==> src/rtl/lsjm_pkg.sv <==
// lsjm_pkg: shared types and constants for the link session loss and jitter monitor
// used by lsjm_session and link_session_loss_jitter_monitor_core; no dependencies
`timescale 1ns / 1ps

package lsjm_pkg;

  // header sync bytes and the handle value that means not connected
  localparam logic [7:0]  HDR_SYNC0   = 8'hAA;
  localparam logic [7:0]  HDR_SYNC1   = 8'h55;
  localparam logic [15:0] HANDLE_NONE = 16'hFFFF;
  localparam logic [15:0] TARGET_RST  = 16'd1000;
  localparam logic [15:0] HDR_MIN_LEN = 16'd4;

  // saturation limits
  localparam int          JIT_W     = 48;
  localparam logic [15:0] CNT16_MAX = 16'hFFFF;
  localparam logic [31:0] CNT32_MAX = 32'hFFFF_FFFF;
  localparam logic [JIT_W-1:0] JIT_MAX = 48'hFFFF_FFFF_FFFF;

  // configuration register indexes
  localparam logic [1:0] CFG_HANDLE_ONE = 2'd0;
  localparam logic [1:0] CFG_HANDLE_TWO = 2'd1;
  localparam logic [1:0] CFG_TARGET     = 2'd2;

  // matched node codes
  localparam logic [1:0] NODE_NONE = 2'd0;
  localparam logic [1:0] NODE_ONE  = 2'd1;
  localparam logic [1:0] NODE_TWO  = 2'd2;

  // per-packet fields a session update needs besides the timestamp
  typedef struct packed {
    logic [15:0] len;
    logic [15:0] seq;
  } event_t;

  // statistics of a session that this packet completed
  typedef struct packed {
    logic             done;
    logic [15:0]      pkt_count;
    logic [31:0]      lost;
    logic [31:0]      bytes;
    logic [JIT_W-1:0] jitter_sum;
  } report_t;

endpackage

==> src/rtl/lsjm_session.sv <==
// lsjm_session: state and combinational update logic of one monitored session
// depends on lsjm_pkg (event_t, report_t, saturation limits)
`timescale 1ns / 1ps

module lsjm_session #(
  parameter int TIME_BITS = 48
) (
  input  logic                   clk,
  input  logic                   rst,
  input  logic                   upd,
  input  lsjm_pkg::event_t       evt,
  input  logic [TIME_BITS-1:0]   now,
  input  logic [15:0]            target,
  output lsjm_pkg::report_t      rep,
  output logic [TIME_BITS-1:0]   rep_start
);
  import lsjm_pkg::*;

  localparam int SUM_W = ((TIME_BITS > JIT_W) ? TIME_BITS : JIT_W) + 1;

  logic [15:0]          pkt_count;
  logic [31:0]          lost;
  logic [31:0]          bytes;
  logic [JIT_W-1:0]     jitter_sum;
  logic [TIME_BITS-1:0] start_time;
  logic [TIME_BITS-1:0] last_arrival;
  logic [15:0]          prev_seq;

  logic [TIME_BITS-1:0] start_eff;
  logic [TIME_BITS-1:0] diff;
  logic [SUM_W-1:0]     jit_sum;
  logic [JIT_W-1:0]     jitter_sum_next;
  logic [16:0]          seq_ext;
  logic [16:0]          expect_seq;
  logic [16:0]          gap;
  logic [32:0]          lost_sum;
  logic [31:0]          lost_next;
  logic [15:0]          pkt_count_next;
  logic [32:0]          bytes_sum;
  logic [31:0]          bytes_next;
  logic                 done;

  always_comb begin
    // a session with no packets and a zero start time takes this packet's time as its start
    start_eff = (pkt_count == '0 && start_time == '0) ? now : start_time;

    diff    = (now >= last_arrival) ? now - last_arrival : last_arrival - now;
    jit_sum = SUM_W'(jitter_sum) + SUM_W'(diff);
    if (last_arrival != '0) begin
      jitter_sum_next = (jit_sum > SUM_W'(JIT_MAX)) ? JIT_MAX : jit_sum[JIT_W-1:0];
    end else begin
      jitter_sum_next = jitter_sum;
    end

    seq_ext    = {1'b0, evt.seq};
    expect_seq = {1'b0, prev_seq} + 17'd1;
    gap        = seq_ext - expect_seq;
    lost_sum   = {1'b0, lost} + {17'd0, gap[15:0]};
    if (pkt_count != '0 && seq_ext > expect_seq) begin
      lost_next = lost_sum[32] ? CNT32_MAX : lost_sum[31:0];
    end else begin
      lost_next = lost;
    end

    pkt_count_next = (pkt_count != CNT16_MAX) ? pkt_count + 16'd1 : pkt_count;
    bytes_sum      = {1'b0, bytes} + {17'd0, evt.len};
    bytes_next     = bytes_sum[32] ? CNT32_MAX : bytes_sum[31:0];

    done = (pkt_count_next >= target);

    rep.done       = done;
    rep.pkt_count  = pkt_count_next;
    rep.lost       = lost_next;
    rep.bytes      = bytes_next;
    rep.jitter_sum = jitter_sum_next;
    rep_start      = start_eff;
  end

  always_ff @(posedge clk) begin
    if (rst) begin
      pkt_count    <= '0;
      lost         <= '0;
      bytes        <= '0;
      jitter_sum   <= '0;
      start_time   <= '0;
      last_arrival <= '0;
      prev_seq     <= '0;
    end else if (upd) begin
      if (done) begin
        // restart with this packet's time as the new start
        pkt_count    <= '0;
        lost         <= '0;
        bytes        <= '0;
        jitter_sum   <= '0;
        start_time   <= now;
        last_arrival <= '0;
        prev_seq     <= '0;
      end else begin
        pkt_count    <= pkt_count_next;
        lost         <= lost_next;
        bytes        <= bytes_next;
        jitter_sum   <= jitter_sum_next;
        start_time   <= start_eff;
        last_arrival <= now;
        prev_seq     <= evt.seq;
      end
    end
  end

endmodule

==> src/rtl/link_session_loss_jitter_monitor_core.sv <==
// link_session_loss_jitter_monitor_core: top level of the session loss and jitter monitor
// depends on lsjm_pkg and lsjm_session
`timescale 1ns / 1ps

// Usage
// - input channel (in_valid / in_stall) carries one received-notification event per
//   transfer: handle, arrival time, length and the first four payload bytes
// - output channel (out_valid / out_stall) carries exactly one result per event:
//   matched session, sequence number, a done pulse with the finished session's
//   statistics, and the running notification count
// - configuration: cfg_we writes cfg_data into register cfg_index (0 handle one,
//   1 handle two, 2 target packet count); index 3 is ignored; write only while idle
// - flow: an accepted event is held in the input register, then the update step writes
//   its result into the output register; one event per cycle is sustained while out_stall
//   is low, set by the single update step that reads and writes the session registers
// - the block has an input register and an output register, so a new event is taken
//   while a finished result still waits on a stalled receiver; in_stall rises only
//   when both registers are full and out_stall is high
// - reset (rst, synchronous) clears both sessions and the notification count, sets
//   both handles to not connected and the target to 1000 packets
module link_session_loss_jitter_monitor_core #(
  parameter int NUM_SESSIONS = 2,
  parameter int TIME_BITS    = 48
) (
  input  logic                 clk,
  input  logic                 rst,
  // configuration write port
  input  logic                 cfg_we,
  input  logic [1:0]           cfg_index,
  input  logic [15:0]          cfg_data,
  // event input channel
  input  logic                 in_valid,
  output logic                 in_stall,
  input  logic [15:0]          link_handle,
  input  logic [TIME_BITS-1:0] arrival_time,
  input  logic [15:0]          packet_length,
  input  logic [7:0]           hdr_byte0,
  input  logic [7:0]           hdr_byte1,
  input  logic [7:0]           hdr_byte2,
  input  logic [7:0]           hdr_byte3,
  // result output channel
  output logic                 out_valid,
  input  logic                 out_stall,
  output logic [1:0]           matched_node,
  output logic [15:0]          seq_number,
  output logic                 session_done,
  output logic [15:0]          report_pkt_count,
  output logic [31:0]          report_lost,
  output logic [31:0]          report_bytes,
  output logic [47:0]          report_jitter_sum,
  output logic [TIME_BITS-1:0] report_start_time,
  output logic [TIME_BITS-1:0] report_end_time,
  output logic [31:0]          notify_total
);
  import lsjm_pkg::*;

  // configuration registers
  logic [15:0] handle_one;
  logic [15:0] handle_two;
  logic [15:0] target;

  // input register stage
  logic                 ev_valid;
  logic [15:0]          ev_handle;
  logic [TIME_BITS-1:0] ev_time;
  logic [15:0]          ev_len;
  logic [7:0]           ev_b0;
  logic [7:0]           ev_b1;
  logic [7:0]           ev_b2;
  logic [7:0]           ev_b3;

  logic [31:0] notify_count;

  logic                    adv;
  logic                    match_one;
  logic                    match_two;
  logic [NUM_SESSIONS-1:0] hit;
  logic [15:0]             seq;
  event_t                  evt;
  report_t                 rep [NUM_SESSIONS];
  logic [TIME_BITS-1:0]    rep_start [NUM_SESSIONS];
  report_t                 rep_sel;
  logic [TIME_BITS-1:0]    start_sel;
  logic                    any_hit;

  // config writes
  always_ff @(posedge clk) begin
    if (rst) begin
      handle_one <= HANDLE_NONE;
      handle_two <= HANDLE_NONE;
      target     <= TARGET_RST;
    end else if (cfg_we) begin
      unique case (cfg_index)
        CFG_HANDLE_ONE: handle_one <= cfg_data;
        CFG_HANDLE_TWO: handle_two <= cfg_data;
        CFG_TARGET:     target     <= cfg_data;
        default: ;
      endcase
    end
  end

  // the update step fires when the output register is free or being drained
  assign adv      = ev_valid && (!out_valid || !out_stall);
  assign in_stall = ev_valid && out_valid && out_stall;

  always_ff @(posedge clk) begin
    if (rst) begin
      ev_valid <= 1'b0;
    end else if (!in_stall) begin
      ev_valid <= in_valid;
    end
  end

  always_ff @(posedge clk) begin
    if (in_valid && !in_stall) begin
      ev_handle <= link_handle;
      ev_time   <= arrival_time;
      ev_len    <= packet_length;
      ev_b0     <= hdr_byte0;
      ev_b1     <= hdr_byte1;
      ev_b2     <= hdr_byte2;
      ev_b3     <= hdr_byte3;
    end
  end

  // session match: a not-connected handle never matches, first session wins a tie
  always_comb begin
    match_one = (ev_handle != HANDLE_NONE) && (ev_handle == handle_one);
    match_two = (ev_handle != HANDLE_NONE) && (ev_handle == handle_two) && !match_one
                && (NUM_SESSIONS > 1);
    for (int s = 0; s < NUM_SESSIONS; s++) begin
      hit[s] = (s == 0) ? match_one : ((s == 1) ? match_two : 1'b0);
    end
    any_hit = |hit;
  end

  // sequence number only from a full header with both sync bytes
  always_comb begin
    if (ev_len >= HDR_MIN_LEN && ev_b0 == HDR_SYNC0 && ev_b1 == HDR_SYNC1) begin
      seq = {ev_b3, ev_b2};
    end else begin
      seq = '0;
    end
    evt.len = ev_len;
    evt.seq = seq;
  end

  // one state slot per session
  for (genvar s = 0; s < NUM_SESSIONS; s++) begin : g_sess
    lsjm_session #(
      .TIME_BITS(TIME_BITS)
    ) u_sess (
      .clk       (clk),
      .rst       (rst),
      .upd       (adv && hit[s]),
      .evt       (evt),
      .now       (ev_time),
      .target    (target),
      .rep       (rep[s]),
      .rep_start (rep_start[s])
    );
  end

  // pick the matched slot's report
  always_comb begin
    rep_sel   = '0;
    start_sel = '0;
    for (int s = 0; s < NUM_SESSIONS; s++) begin
      if (hit[s]) begin
        rep_sel   = rep[s];
        start_sel = rep_start[s];
      end
    end
  end

  always_ff @(posedge clk) begin
    if (rst) begin
      notify_count <= '0;
    end else if (adv) begin
      notify_count <= notify_count + 32'd1;
    end
  end

  // output register
  always_ff @(posedge clk) begin
    if (rst) begin
      out_valid <= 1'b0;
    end else if (adv) begin
      out_valid <= 1'b1;
    end else if (!out_stall) begin
      out_valid <= 1'b0;
    end
  end

  always_ff @(posedge clk) begin
    if (adv) begin
      notify_total <= notify_count + 32'd1;
      if (match_one) begin
        matched_node <= NODE_ONE;
      end else if (match_two) begin
        matched_node <= NODE_TWO;
      end else begin
        matched_node <= NODE_NONE;
      end
      seq_number <= any_hit ? seq : '0;
      // report fields stay zero unless this packet closed its session
      if (any_hit && rep_sel.done) begin
        session_done      <= 1'b1;
        report_pkt_count  <= rep_sel.pkt_count;
        report_lost       <= rep_sel.lost;
        report_bytes      <= rep_sel.bytes;
        report_jitter_sum <= rep_sel.jitter_sum;
        report_start_time <= start_sel;
        report_end_time   <= ev_time;
      end else begin
        session_done      <= 1'b0;
        report_pkt_count  <= '0;
        report_lost       <= '0;
        report_bytes      <= '0;
        report_jitter_sum <= '0;
        report_start_time <= '0;
        report_end_time   <= '0;
      end
    end
  end

endmodule

==> config.mk <==
export PLATFORM = sky130hd
export DESIGN_NAME = link_session_loss_jitter_monitor_core
export DESIGN_NICKNAME = d
export VERILOG_FILES = /design/src/rtl/lsjm_pkg.sv /design/src/rtl/lsjm_session.sv /design/src/rtl/link_session_loss_jitter_monitor_core.sv
export SDC_FILE = /design/constraint.sdc
export NUM_CORES = 2
export LEC_CHECK = 0
export BUFFER_PORTS_ARGS = -buffer_cell sky130_fd_sc_hd__buf_2
export CAP_MARGIN = 25
export CORE_ASPECT_RATIO = 1.25
export CORE_MARGIN = 5
export CORE_UTILIZATION = 30
export DETAILED_ROUTE_END_ITERATION = 12
export PLACE_DENSITY = 0.5
export SKIP_LAST_GASP = 1
export SLEW_MARGIN = 30
export SYNTH_ARGS = -nofsm -noshare
export SYNTH_HDL_FRONTEND = slang
export SYNTH_SLANG_ARGS = --single-unit
==> constraint.sdc <==
create_clock -name clk -period 32.7 [get_ports clk]
set_input_delay 3.27 -clock clk [delete_from_list [all_inputs] [get_ports clk]]
set_output_delay 3.27 -clock clk [all_outputs]
set_load 0.02 [all_outputs]
# Word level (Yosys, flattened, before mapping)
# Index checks and enable logic that the tools add are counted.
# totals
elab_cells,146
regBits,949
inputBits,135
out_inout_bits,277
# op_classes
eq_ne,10
n_lt_le_gt_ge,9
add_sub_neg,17
mux,39
reduce_logical,34
# op_table
op,count
two-way mux 48 bit,16
two-way mux 32 bit,10
two-way mux 129 bit,2
subtractor 48 bit,4
adder 32 x 16 -> 33 bit,4
two-way mux 16 bit,7
adder 48 x 48 -> 49 bit,2
> comparator 49 x 48 -> 1 bit (second input constant),2
>= comparator 48 bit,2
logical NOT 48 bit,2
nonzero test 48 bit,2
inequality test 16 bit (second input constant),3
adder 16 x 1 -> 17 bit (second input constant),2
> comparator 16 x 17 -> 1 bit,2
adder 16 x 1 -> 16 bit (second input constant),2
adder 32 x 1 -> 32 bit (second input constant),1
equality test 16 bit,2
>= comparator 16 bit,2
logical NOT 16 bit,2
nonzero test 16 bit,2
subtractor 16 bit,2
>= comparator 16 x 3 -> 1 bit (second input constant),1
logical AND 1 bit,16
equality test 8 x 7 -> 1 bit (second input constant),1
other kinds (11),18

# Logic depth before layout (Yosys ltp)
# logic_depth
depth_word,12
ltp_mapped,31
ltp_nobuf,28

# Hierarchy
# From an unflattened synthesis, not the netlist that was laid out.
# hier_totals
hier_cells,7050
area_unflattened_um2,61874.3
# modules_own_cells
mod,cells_each,seq_area_each_um2,area_each_um2,instances
lsjm_session (g_sess[0].u_sess),2991,4804.6,22014.9,1
lsjm_session (g_sess[1].u_sess),2845,4804.6,21400.5,1
link_session_loss_jitter_monitor_core,1214,13262.7,18459.0,1

# Least setup slack after synthesis
# OpenSTA, ideal clock, no wires.
# synth_path
path_kind,input to register
start,in out_stall
end,reg notify_count[14]
path_stages,8
setup_ps,128
path_buffers,2
arrival_ps,12354
slack_ps,20218
path_cell_list,nand2_1 nand2_1 inv_1 clkbuf_1 buf_1 nand2_1 xnor2_1 nor2_1
# synth_between
elab_chain_cells,3
# synth_lines
element,line_no,text
start: declaration,link_session_loss_jitter_monitor_core.sv:43,"input logic out_stall,"
logical NOT 1 bit,--,
logical OR 1 bit,link_session_loss_jitter_monitor_core.sv:103,assign adv = ev_valid && (!out_valid || !out_stall);
logical AND 1 bit,link_session_loss_jitter_monitor_core.sv:103,
named net adv,link_session_loss_jitter_monitor_core.sv:74,logic adv;
end signal: assignment,link_session_loss_jitter_monitor_core.sv:180,notify_count <= notify_count + 32'd1;
end: declaration,link_session_loss_jitter_monitor_core.sv:72,logic [31:0] notify_count;
# The timed path passes the listed nets, and every way through them passes these cells.
# A chain may end at the register's enable or synchronous reset.

# Worst setup path after layout
# layout_path
start,reg ev_time[29]
end,"reg report_jitter_sum[23], data pin"
# layout_between
elab_chain_cells,8
elab_cells_between_ends,18
classes_between,add/sub (6); order compare (4); mux (8)
# layout_lines
element,line_no,text
start: declaration,link_session_loss_jitter_monitor_core.sv:65,logic [TIME_BITS-1:0] ev_time;
start signal: assignment,link_session_loss_jitter_monitor_core.sv:117,ev_time <= arrival_time;
subtractor 48 bit / >= comparator 48 bit (equally long branches),lsjm_session.sv:47,diff = (now >= last_arrival) ? now - last_arrival : last_arrival - now;
two-way mux 48 bit,lsjm_session.sv:47,
adder 48 x 48 -> 49 bit,lsjm_session.sv:48,jit_sum = SUM_W'(jitter_sum) + SUM_W'(diff);
> comparator 49 x 48 -> 1 bit,lsjm_session.sv:50,jitter_sum_next = (jit_sum > SUM_W'(JIT_MAX)) ? JIT_MAX : jit_sum[JIT_W-1:0];
two-way mux 48 bit,lsjm_session.sv:50,
two-way mux 48 bit,lsjm_session.sv:49,if (last_arrival != '0) begin
two-way mux 129 bit,link_session_loss_jitter_monitor_core.sv:169,if (hit[s]) begin
two-way mux 129 bit *,link_session_loss_jitter_monitor_core.sv:169,
end signal: assignment,link_session_loss_jitter_monitor_core.sv:212,report_jitter_sum <= rep_sel.jitter_sum;
end: declaration,link_session_loss_jitter_monitor_core.sv:50,"output logic [47:0] report_jitter_sum,"
# Mark *: on every way between the ends. The rest lies on a longest branch, timed or not.

==> summary.md <==
| Metric | Value |
|---|---|
| Leak | approximately 26 nW |
| Largest family of logic cells by synthesized area | compound AO/OA/AOI/OAI gates |
| Mux cell area share after synthesis | 0.01371 |
| Layout cells sized above 1 | 0.1067 |
| Pre-Repair DR Iteration Count | 6 |
| CTS tree | yes |
| Post-CTS sizing | 0 |
| Die height | between 500 and 600 um |
| Crit. End Element | register |
| Post-Layout Inst Area | 68940 sq um |
| CP Launch Type | register |
| Post-synth cell types | about 110 |
| Hold buffer count at cts | 0 |
| Final period utilization | 0.2754 |
| Clock Path Buffers | 3 |
| Req. time, crit path | 33250 ps |
| All-Layer GR Usage | 0.2497 |
| Mean Syn Cell Area | 8.494 sq um |
| Ports | between 400 and 500 |
| Vias per inst | 5.635 |
| Layout area overhead | 13.80% |
| Hold Crit Class | reg -> reg |
| Final nets | 7882 |
| Minimum clock period | 9006 ps |
| Worst Setup Path Type | reg -> reg |
| Power Total | 0.002930 W |
| Post-Route WL | between 200000 and 300000 um |
| Final ANT Viol Nets | 0 |
| CTS Sinks | approximately 950 |
| Post-synthesis compound-gate area fraction | 0.2406 |
| Most common cell after layout, fill and taps aside | a21oi_1 |
| Max Clk Rate | 111.0 MHz |
| Root buffer cell | clkbuf_16 |
| Final HPWL DP | around 210000 um |
| Clock Skew | ~80 ps |
| Crit path max-delay family | compound AO/OA/AOI/OAI gates |
| Syn nets | a little under 8k |
| FF+latch count, synth | 949 |
| Largest net degree at the start of global routing | 100 |
| First-pass GRT wire length | 392800 um |
| Die width | 411.9 um |
| Status | completed |
| Sequential area share after synthesis | 0.3775 |
| CP bufs+invs | 3 |
| Adder-Cell Fraction of Synth Area | 0.09154 |
| Final Wtd Congestion | roughly 1 |
| Vias | around 57k |
| # setup viols final | 0 |
| DP Area | 65170 sq um |
| Hold Violations, Final | 0 |
| Hold slack | 448.0 ps |
| WL/cell | 27.21 um |
| Post-route setup slack | 23690 ps |
| Ys async rst share | 0 |
| RSZ-0062 raised after global routing | no |
| Clock-pin slew on the worst setup and hold paths | ~70 ps |
| CTS HTree Levels | 3 |
| Port bufs | 411 |
| Worst vdd ir | 41.29 uV |
| Remaining DRCs | 0 |
| Simple-Gate Fraction of Synth Area | 0.1732 |
| CP dominant cell by count | nand4_1 |
| Syn Inst Count | between 7k and 8k |
| Maxcap violations | 0 |
| Drt initial violations | 4935 |
| TritonCTS Buffers | 106 |
| Synth warn | 0 |
| DIE AREA | 211100 sq um |
| Worst relative slew slack | 0.2598 |
| CP arrival | about 9600 ps |
| Initial antenna violation count | 38 |
| Setup bufs post-CTS | 0 |
| # rows | between 150 and 200 |
| Worst slew pin tran | between 1000 and 1500 ps |
| Power Density | between 40 and 50 nW/um^2 |
| Core footprint | around 200000 sq um |
| Crit-path max FO | 38 |
| GRT Residual Overflow | 0 |
| Most frequent cells in the layout | 770 x a21oi_1, 662 x nand2_1, 616 x nor2_1 |
| Clk_lat worst skew | 800 ps |
| Sum of negative setup slack | 0 ps |
| Predominant post-synthesis flop cell | dfxtp_1 |
| CP max stage cell | nor4_1 |
| Area of the multi-input gates | approximately 35000 sq um |
| Post-synthesis cell area | 60580 sq um |
| Final Max Slew Viols | 0 |
| Fillers | 20.96k |
| Synth Area in XOR/XNOR | 0.05638 |
| Initial core utilization | 0.3014 |
| Reg area | 22870 sq um |
| CP max stage delay | 640 ps |
| Vias in the first global route | 55.64k |
| Post-synth EDFFs | 387 |
| Pre-CTS setup slack | 23450 ps |
[cells by family (layout without fill, tap and decap cells)]
family	after synthesis	after routing
AOI/OAI and AO/OA	2302	2302
DFF	949	949
buffers and inverters	730	1003
other	0	14
xor gates and xnor gates	390	390
and+or+nand+nor	2244	2244
muxes	81	81
adders and majority gates	436	436
[final cells by class]
type | instances | share of cell area
Multi-Input combinational cell | 5453 | 0.5091
Antenna cell | 14 | 0.0005082
Tap cell | 2697 | 0.04895
Inverter | 308 | 0.01688
Sequential cell | 949 | 0.3318
Clock buffer | 133 | 0.04172
Clock inverter | 69 | 0.01163
Timing Repair Buffer | 493 | 0.03944
[sequential cells by signal, indices dropped and copies added (netlist names), 16 cells and up]
| name | cells |
|---|---|
| ev_len | 16 |
| g_sess.u_sess.jitter_sum | 96 |
| g_sess.u_sess.start_time | 96 |
| target | 16 |
| report_bytes | 32 |
| g_sess.u_sess.prev_seq | 32 |
| g_sess.u_sess.pkt_count | 32 |
| report_start_time | 48 |
| report_jitter_sum | 48 |
| g_sess.u_sess.bytes | 64 |
| handle_two | 16 |
| notify_count | 32 |
| g_sess.u_sess.last_arrival | 96 |
| ev_handle | 16 |
| report_lost | 32 |
| notify_total | 32 |
| seq_number | 16 |
| report_end_time | 48 |
| handle_one | 16 |
| g_sess.u_sess.lost | 64 |
| ev_time | 48 |
| report_pkt_count | 16 |
[Yosys cell counts (80+ instances only)]
cell / instances / area, sq um
nand2_1: 667 / 2504
ha_1: 424 / 5305
o22ai_1: 87 / 544.3
a22oi_1: 197 / 1479
o21bai_1: 80 / 600.6
nand4_1: 114 / 713.2
dfxtp_1: 562 / 11250
a21o_1: 186 / 1396
xor2_1: 180 / 1577
o22a_1: 86 / 753.2
a21oi_1: 771 / 3859
edfxtp_1: 387 / 11620
nor3_1: 102 / 510.5
nor4_1: 82 / 513.0
nand3_1: 289 / 1446
clkbuf_1: 342 / 1284
xnor2_1: 210 / 1839
o21ai_0: 422 / 2112
nor2_1: 627 / 2354
inv_1: 306 / 1149
[metal layers]
metal	vias to the layer above	GRT usage	routed length, um
li1	26380	-	-
met1	27850	0.3084	112000
met2	2260	0.4278	132300
met3	504	0.03878	17100
met4	10	0.1121	13850
met5	-	0	88
[final timing paths]
path	to	slack, ps	depth (start not counted)	start
max	report_jitter_sum[23]$_SDFFCE_PN0P_	23690	27	ev_time[29]$_DFFE_PP_
min	g_sess[0].u_sess.bytes[15]$_SDFFE_PP0P_	450	2	g_sess[0].u_sess.bytes[15]$_SDFFE_PP0P_
max reg2reg	report_jitter_sum[23]$_SDFFCE_PN0P_	23690	27	ev_time[29]$_DFFE_PP_
min reg2reg	g_sess[0].u_sess.bytes[15]$_SDFFE_PP0P_	450	2	g_sess[0].u_sess.bytes[15]$_SDFFE_PP0P_
[through the flow]
step	utilization	std cells
after floorplan	-	7132
after global placement	0.3241	9898
after detailed placement	0.3242	9898
after CTS	0.3425	10100
after global routing	0.3429	10110
final	0.3430	10120
[worst reg2reg max path, stage by stage, from the launching register on]
cell,delay [ps]
edfxtp_1,550
inv_1,160
ha_1,540
nand4_1,360
nor4_1,640
and3_1,300
and3_1,210
a221oi_2,180
nand2_1,120
buf_4,470
mux2_2,420
a211oi_1,220
o22ai_1,130
a221oi_1,300
xnor2_1,230
ha_1,450
a21oi_1,120
o2111ai_1,230
nand4_1,260
a31oi_1,290
o21ai_1,200
o31ai_1,500
nand4_1,280
a31oi_4,570
buf_4,570
o22a_1,290
nand2_1,60
o21ai_0,140
[power by group]
| part | leakage (nW) | internal, W | total [W] | switching [W] |
|---|---|---|---|---|
| clock | 1.76 | 0.000720 | 0.00129 | 0.000566 |
| combinational | 16.5 | 0.000107 | 0.000362 | 0.000255 |
| sequential | 8.15 | 0.00126 | 0.00128 | 0.0000246 |
| total | 26.4 | 0.00208 | 0.00293 | 0.000846 |
Note: power is estimated with default switching activity, not from simulation.
